===== config.mk =====
export PLATFORM = sky130hd
export DESIGN_NAME = port_window_allocator
export DESIGN_NICKNAME = d
export VERILOG_FILES = /design/src/hdl/pwa_pkg.sv /design/src/hdl/port_window_allocator.sv
export VERILOG_INCLUDE_DIRS = /design/src /design/src/hdl
export SDC_FILE = /design/constraint.sdc
export NUM_CORES = 2
export LEC_CHECK = 0
export BUFFER_PORTS_ARGS = -buffer_cell sky130_fd_sc_hd__buf_2
export CAP_MARGIN = 20
export CORE_AREA = 5 5 350 352
export CTS_CLUSTER_DIAMETER = 120
export CTS_CLUSTER_SIZE = 20
export DETAILED_ROUTE_END_ITERATION = 16
export DIE_AREA = 0 0 355 357
export REMOVE_ABC_BUFFERS = 1
export SYNTH_ARGS = -nofsm -noshare
export SYNTH_HDL_FRONTEND = slang
export SYNTH_SLANG_ARGS = --single-unit

===== constraint.sdc =====
create_clock -name clk -period 16.6 [get_ports clk]
set_input_delay 3.32 -clock clk [delete_from_list [all_inputs] [get_ports clk]]
set_output_delay 3.32 -clock clk [all_outputs]
set_load 0.03 [all_outputs]

===== src/hdl/assert_macros.svh =====
// Assertion macros shared by the RTL of the port window allocator.
// No dependencies; include by bare file name inside a module body.
`ifndef ASSERT_MACROS_SVH
`define ASSERT_MACROS_SVH

// Concurrent check on clk, disabled while rst is high.
`define PWA_ASSERT(label, prop, msg) \
  label: assert property (@(posedge clk) disable iff (rst) (prop)) else $error(msg);

// Concurrent check on clk that also holds during reset.
`define PWA_ASSERT_ALWAYS(label, prop, msg) \
  label: assert property (@(posedge clk) (prop)) else $error(msg);

`endif


===== src/hdl/pwa_pkg.sv =====
// Package for the port window allocator: sizes, widths and opcodes.
// No dependencies.
`default_nettype none

package pwa_pkg;

  localparam int WINDOW_SIZE = 1024;
  localparam int WORD_W      = 32;
  localparam int NUM_WORDS   = WINDOW_SIZE / WORD_W;
  localparam int BIT_W       = $clog2(WORD_W);
  localparam int ADDR_W      = $clog2(NUM_WORDS);
  localparam int SLOT_W      = ADDR_W + BIT_W;
  localparam int CNT_W       = $clog2(WINDOW_SIZE + 1);

  localparam int PORT_W      = 16;
  localparam int OPCODE_W    = 2;
  localparam int CFG_IDX_W   = 2;
  localparam int CFG_DATA_W  = 16;
  localparam int USE_W       = 11;

  typedef enum logic [OPCODE_W-1:0] {
    OP_ALLOC = 2'd0,
    OP_FREE  = 2'd1,
    OP_QUERY = 2'd2,
    OP_CLEAR = 2'd3
  } opcode_t;

  typedef enum logic [CFG_IDX_W-1:0] {
    REG_WINDOW_START = 2'd0,
    REG_WINDOW_END   = 2'd1
  } cfg_reg_t;

endpackage

`default_nettype wire


===== src/hdl/port_window_allocator.sv =====
// Port window allocator: bitmap of in-use marks in a word memory, lowest free first.
// Depends on pwa_pkg and assert_macros.svh.
//
//  channel | direction | signals
//  in      | sink      | in_valid, in_ready, opcode, port
//  out     | source    | out_valid, out_ready, port_result, ok, ports_in_use
//  cfg     | sink      | cfg_valid, cfg_ready, cfg_index, cfg_data
//
// Each item is accepted with the bitmap word read, then modified and written back in S_MOD.
// The memory is used as a single read/write port; one item is in work at a time.
// Reset, clear and window writes invalidate all words at once through per-word valid flags.
// A result waits in the output register; the next item is accepted meanwhile, and
// its modify step holds until the output register is free.
`default_nettype none

module port_window_allocator (
  input  wire logic                           clk,
  input  wire logic                           rst,
  input  wire logic                           in_valid,
  output      logic                           in_ready,
  input  wire logic [pwa_pkg::OPCODE_W-1:0]   opcode,
  input  wire logic [pwa_pkg::PORT_W-1:0]     port,
  output      logic                           out_valid,
  input  wire logic                           out_ready,
  output      logic [pwa_pkg::PORT_W-1:0]     port_result,
  output      logic                           ok,
  output      logic [pwa_pkg::USE_W-1:0]      ports_in_use,
  input  wire logic                           cfg_valid,
  output      logic                           cfg_ready,
  input  wire logic [pwa_pkg::CFG_IDX_W-1:0]  cfg_index,
  input  wire logic [pwa_pkg::CFG_DATA_W-1:0] cfg_data
);

  import pwa_pkg::*;

  typedef enum logic {S_IDLE, S_MOD} state_t;

  state_t                state;
  logic [PORT_W-1:0]     win_start;
  logic [PORT_W-1:0]     win_end;
  logic [NUM_WORDS-1:0]  word_valid;
  logic [NUM_WORDS-1:0]  word_full;
  logic [CNT_W-1:0]      count;
  logic [CNT_W-1:0]      count_next;

  opcode_t               op_q;
  logic [SLOT_W-1:0]     slot_q;
  logic                  in_win_q;
  logic                  any_free_q;
  logic                  rd_valid_q;
  logic [ADDR_W-1:0]     addr_q;

  logic [WORD_W-1:0]     mem [NUM_WORDS];
  logic [WORD_W-1:0]     rdata;

  function automatic logic [BIT_W-1:0] low_zero(input logic [WORD_W-1:0] w);
    logic [BIT_W-1:0] r;
    r = '0;
    for (int i = WORD_W - 1; i >= 0; i--) begin
      if (!w[i]) r = BIT_W'(i);
    end
    return r;
  endfunction

  function automatic logic [ADDR_W-1:0] low_clear(input logic [NUM_WORDS-1:0] w);
    logic [ADDR_W-1:0] r;
    r = '0;
    for (int i = NUM_WORDS - 1; i >= 0; i--) begin
      if (!w[i]) r = ADDR_W'(i);
    end
    return r;
  endfunction

  // window size after clamping
  logic [PORT_W:0]   lim;
  logic [PORT_W:0]   end_eff;
  logic [CNT_W-1:0]  slot_n;
  logic [PORT_W:0]   diff;
  logic              in_win;
  logic [ADDR_W-1:0] raddr;
  logic              accept;

  always_comb begin
    lim     = {1'b0, win_start} + (PORT_W + 1)'(WINDOW_SIZE);
    end_eff = ({1'b0, win_end} < lim) ? {1'b0, win_end} : lim;
    slot_n  = (end_eff > {1'b0, win_start}) ? CNT_W'(end_eff - {1'b0, win_start}) : '0;
    diff    = {1'b0, port} - {1'b0, win_start};
    in_win  = (port >= win_start) && (diff < (PORT_W + 1)'(slot_n));
    raddr   = (opcode_t'(opcode) == OP_ALLOC) ? low_clear(word_full) : diff[SLOT_W-1:BIT_W];
  end

  assign in_ready  = (state == S_IDLE);
  assign cfg_ready = 1'b1;
  assign accept    = in_valid && in_ready;

  // modify step
  logic              out_free;
  logic              advance;
  logic [WORD_W-1:0] word_cur;
  logic [WORD_W-1:0] word_new;
  logic [BIT_W-1:0]  bit_sel;
  logic [SLOT_W-1:0] k_alloc;
  logic              mod_we;
  logic              res_ok;
  logic [PORT_W-1:0] res_port;

  assign out_free = !out_valid || out_ready;
  assign advance  = (state == S_MOD) && out_free;

  always_comb begin
    word_cur   = rd_valid_q ? rdata : '0;
    bit_sel    = (op_q == OP_ALLOC) ? low_zero(word_cur) : slot_q[BIT_W-1:0];
    k_alloc    = {addr_q, bit_sel};
    word_new   = word_cur;
    mod_we     = 1'b0;
    res_ok     = 1'b0;
    res_port   = '0;
    count_next = count;
    case (op_q)
      OP_ALLOC: begin
        if (any_free_q && (CNT_W'(k_alloc) < slot_n)) begin
          word_new[bit_sel] = 1'b1;
          mod_we            = 1'b1;
          res_ok            = 1'b1;
          res_port          = win_start + PORT_W'(k_alloc);
          count_next        = count + CNT_W'(1);
        end
      end
      OP_FREE: begin
        if (in_win_q && word_cur[bit_sel]) begin
          word_new[bit_sel] = 1'b0;
          mod_we            = 1'b1;
          res_ok            = 1'b1;
          count_next        = count - CNT_W'(1);
        end
      end
      OP_QUERY: begin
        res_ok = in_win_q && word_cur[bit_sel];
      end
      OP_CLEAR: begin
        count_next = '0;
      end
      default: ;
    endcase
  end

  always_ff @(posedge clk) begin
    if (advance && mod_we) mem[addr_q] <= word_new;
    if (accept) rdata <= mem[raddr];
  end

  always_ff @(posedge clk) begin
    if (rst) begin
      state      <= S_IDLE;
      out_valid  <= 1'b0;
      win_start  <= '0;
      win_end    <= '0;
      word_valid <= '0;
      word_full  <= '0;
      count      <= '0;
    end else begin
      if (out_valid && out_ready && !advance) out_valid <= 1'b0;

      if (cfg_valid) begin
        case (cfg_reg_t'(cfg_index))
          REG_WINDOW_START: begin
            win_start  <= cfg_data;
            word_valid <= '0;
            word_full  <= '0;
            count      <= '0;
          end
          REG_WINDOW_END: begin
            win_end    <= cfg_data;
            word_valid <= '0;
            word_full  <= '0;
            count      <= '0;
          end
          default: ;
        endcase
      end

      case (state)
        S_IDLE: begin
          if (accept) begin
            op_q       <= opcode_t'(opcode);
            slot_q     <= diff[SLOT_W-1:0];
            in_win_q   <= in_win;
            any_free_q <= !(&word_full);
            addr_q     <= raddr;
            rd_valid_q <= word_valid[raddr];
            state      <= S_MOD;
          end
        end
        S_MOD: begin
          if (out_free) begin
            port_result  <= res_port;
            ok           <= res_ok;
            ports_in_use <= USE_W'(count_next);
            out_valid    <= 1'b1;
            count        <= count_next;
            state        <= S_IDLE;
            if (op_q == OP_CLEAR) begin
              word_valid <= '0;
              word_full  <= '0;
            end else if (mod_we) begin
              word_valid[addr_q] <= 1'b1;
              word_full[addr_q]  <= &word_new;
            end
          end
        end
        default: state <= S_IDLE;
      endcase
    end
  end

`include "assert_macros.svh"

  `PWA_ASSERT(a_count_bound, count <= CNT_W'(WINDOW_SIZE), "in-use count beyond window size")
  `PWA_ASSERT_ALWAYS(a_full_valid, rst || ((word_full & ~word_valid) == '0), "full word not valid")
  `PWA_ASSERT(a_out_from_mod, $rose(out_valid) |-> $past(state == S_MOD), "result without modify")
  `PWA_ASSERT(a_accept_mod, accept |=> (state == S_MOD) && !in_ready, "accept did not start modify")

endmodule

`default_nettype wire


==> results.txt <==
Status: finished clean
Crit path top cell by count: a21o_1
Worst min path class: reg -> reg
Final wirelength: 146,000 µm
Worst Path Max Fanout: 20
Seq/Total Area, Yosys: 66.3%
Leak Pwr: 20.0 nW
Tot Pwr: 6.31 mW
CTS max path bufs: 3
Num ports: 72
Sw Share: 26.8%
Comb power frac: 16.3%
Worst-Margin Slew: 1.15 ns
Fmax: 104 MHz
Post-synthesis async set-or-reset flop share: 0%
# nets final: 3,889
Placer's final routability congestion estimate: 0.983
Setup violations, final: 0
Tmin final: 9.64 ns
WHS Endpoint: win_end[15]$_SDFFE_PP0P_
Internal: 4.62 mW
DRC viols: 0
Initial antenna violation count: 2
Port Buf Inserts: 70
DP HPWL: 85,900 µm
Clock Tree Root: clkbuf_16
Die height: 357 µm
TritonCTS sink count: 1,208
Core box area: 119,000 µm²
Post-CTS Setup Bufs: 0
Worst VDD drop: 0.0000800 V
Initial core utilization: 44.6%
CTS buffer count: 71
Die ar.: 127,000 µm²
Post-CTS sizing: 0
Mapped Cells: 3,699
Busiest grt layer: met2
CP endpoint kind: flop
Post-synth EDFFs: 1,099
Met2 Resource Use GR: 37.2%
1st-iter DRT viols: 2,877
Global-route wire length before repair: 211,000 µm
Max-capacitance violation count: 0
R2R Setup Slk: 6.96 ns
Startpoint types: flop
Psw: 1.69 mW
TritonCTS clock tree: done
Post-synth top area cell: edfxtp_1
Worst r2r dst: mem[25][8]$_DFFE_PP_
Vias/cell: 5.96
Final design utilization: 48.8%
H-Tree Depth: 3
Worst EP required: 16.93 ns
Clock-pin slew on the worst setup and hold paths: 0.09 ns
Overall routing resource usage: 22.5%
Met3 Resource Use GR: 3.02%
Worst slew margin: 22.7%
Clk_lat worst skew: 0.68 ns
Mean Syn Cell Area: 14.3 µm²
Area Overhead vs Synth: 9.43%
Arrival time worst endpoint: 9.96 ns
First-pass detailed-route iteration total: 5
Setup Skew: 0.0323 ns
Synth top area cells: edfxtp_1 62%, mux2i_1 15%, dfxtp_1 4.1%
Rows: 127
Via count: 31,800
Synth top area share: 62.2%
Post-DR wirelength/cell: 27.4 µm
Pwr Density: 109 nW/µm²
Mapped cell area: 53,000 µm²
Reg-to-reg startpoint: win_start[1]$_SDFFE_PP0P_
Critical path start-end classification: reg -> reg
Overflow after GRT: 0
Final hold violation count: 0
Power share of the sequential group: 55.2%
Unrepaired setup endpoints after global routing: no
Grt met1 use: 31.6%
Ys Warns: 0
Antenna Nets Post-Route: 0
Dominant synthesized flop cell: edfxtp_1
Share of cells above drive strength 1: 10.2%
Worst reg2reg path depth: 33
Peak per-stage delay on the critical path: 0.94 ns
Largest net degree at the start of global routing: 127
Die W: 355 µm
Clock power frac: 28.6%
Slowest cell on the critical path: nor2_4
Number of global-route vias before repair: 30,300
Number of synthesized register bits: 1,208
Final Max Tran Viols: 0
Netlist cell types: 91
Period utilization: 58.1%
Source of the worst hold timing path: win_end[15]$_SDFFE_PP0P_
Post-CTS Hold Buffers: 0
Critical path startpoint: win_start[1]$_SDFFE_PP0P_
Worst Hold Path Cells: 2
## registers in the layout, summed over array words and instances (netlist names), 2 cells and up
register / count
slot_q: 5
port_result: 16
win_end: 16
ports_in_use: 11
win_start: 16
mem: 1024
word_full: 32
count: 11
rdata: 32
addr_q: 5
word_valid: 32
op_q: 2
## cell usage in the layout, fill, tap and decap left out, types with 17 or more instances in the layout
master     instances
ha_1              84
xnor2_1           24
nor2_1           135
o22ai_1          137
dfxtp_1          109
nand2_1          217
o21ai_0           83
nand4_1           24
nor3_1            36
o21ai_2           23
buf_4             87
nor2_4            32
edfxtp_1        1099
inv_1             68
nor4_1            41
clkbuf_1          23
mux2i_1          817
o21ai_1           17
a22oi_1           19
buf_2             71
and3_1            19
nor2b_1           27
nand3_1           47
a21oi_1          155
clkbuf_16         75
a21o_1            19
## worst max-delay path: cells and delay by family, from the launching register on
| family | cells | cell delay (ns) |
|---|---|---|
| mux | 1 | 0.30 |
| buf+inv | 3 | 0.91 |
| simple gates | 9 | 3.14 |
| fa+ha+maj | 3 | 0.95 |
| compound gates | 17 | 3.46 |
| flops | 1 | 0.50 |
## worst max-delay path by stage
stage / to / slack, ns / depth (start not counted)
after global routing: mem[25][15]$_DFFE_PP_ / 6.33 / 33
after CTS: mem[25][15]$_DFFE_PP_ / 6.97 / 33
final: mem[25][8]$_DFFE_PP_ / 6.96 / 33
after detailed placement: mem[25][0]$_DFFE_PP_ / 7.05 / 33
after floorplan: addr_q[1]$_DFFE_PP_ / -52.29 / 3
after global placement: word_full[31]$_SDFF_PP0_ / 6.99 / 35
## cells by family after synthesis
kind of cell	synth area share [%]
AND/OR/NAND/NOR	6.02
multiplexers	15.7
AO/OA/AOI/OAI	7.43
flip-flops	66.3
buffers and inverters	2.00
other	0.00707
XOR/XNOR	0.429
adder cells (fa/ha/maj)	2.09
## power by group through the flow
| stage | clock network, mW | registers (mW) | logic (mW) |
|---|---|---|---|
| 2_1_floorplan | 0 | 3.53 | 1.91 |
| 3_3_place_gp | 0 | 3.55 | 0.986 |
| 3_5_place_dp | 0 | 3.55 | 0.999 |
| 4_1_cts | 1.85 | 3.48 | 1.00 |
| 5_1_grt | 1.96 | 3.48 | 1.10 |
| 6_report | 1.80 | 3.48 | 1.03 |
## synth_stat cells (13+ instances only)
cell type / count
nand2_1: 225
nand2b_1: 16
mux2_2: 13
nor2_1: 168
nor2b_1: 28
nand4_1: 24
xnor2_1: 24
a22oi_1: 19
a22o_1: 14
dfxtp_1: 109
buf_1: 50
clkbuf_1: 124
edfxtp_1: 1099
o211ai_1: 14
ha_1: 84
a21o_1: 19
o21ai_1: 16
nor3_1: 39
and3_1: 19
a21oi_1: 157
o21ai_0: 86
o22ai_1: 145
nor4_1: 41
mux2i_1: 817
inv_1: 68
o21ai_2: 21
nand3_1: 47
## per-layer routing
metal | vias to the layer above | wire [µm]
met5 | - | 0
met4 | 0 | 3800
met3 | 186 | 7920
met2 | 913 | 69400
met1 | 16300 | 65200
li1 | 14400 | -
## cell type report
class | instances | area, µm²
Antenna cell | 1 | 2.50
Clock buffer | 96 | 1910
Clock inverter | 8 | 119
Fill cell | 10200 | 61000
Inverter | 72 | 270
Multi-Input combinational cell | 2226 | 17200
Sequential cell | 1208 | 35200
Tap cell | 1548 | 1940
Timing Repair Buffer | 182 | 1420
## per-stage QoR
stage / setup WS, ns / setup TNS [ns] / cell area [µm²] / cells / hold WS (ns)
3_5_place_dp: 7.05 / 0 / 55800 / 5221 / 0.475
6_report: 6.96 / 0 / 58100 / 5341 / 0.483
4_1_cts: 6.97 / 0 / 57800 / 5325 / 0.488
5_1_grt: 6.33 / 0 / 58100 / 5340 / 0.509
3_3_place_gp: 6.99 / 0 / 55700 / 5213 / 0.467
2_1_floorplan: -52.29 / -1571.92 / 52300 / 3506 / 0.438
Note: power is estimated with default switching activity, not from simulation.
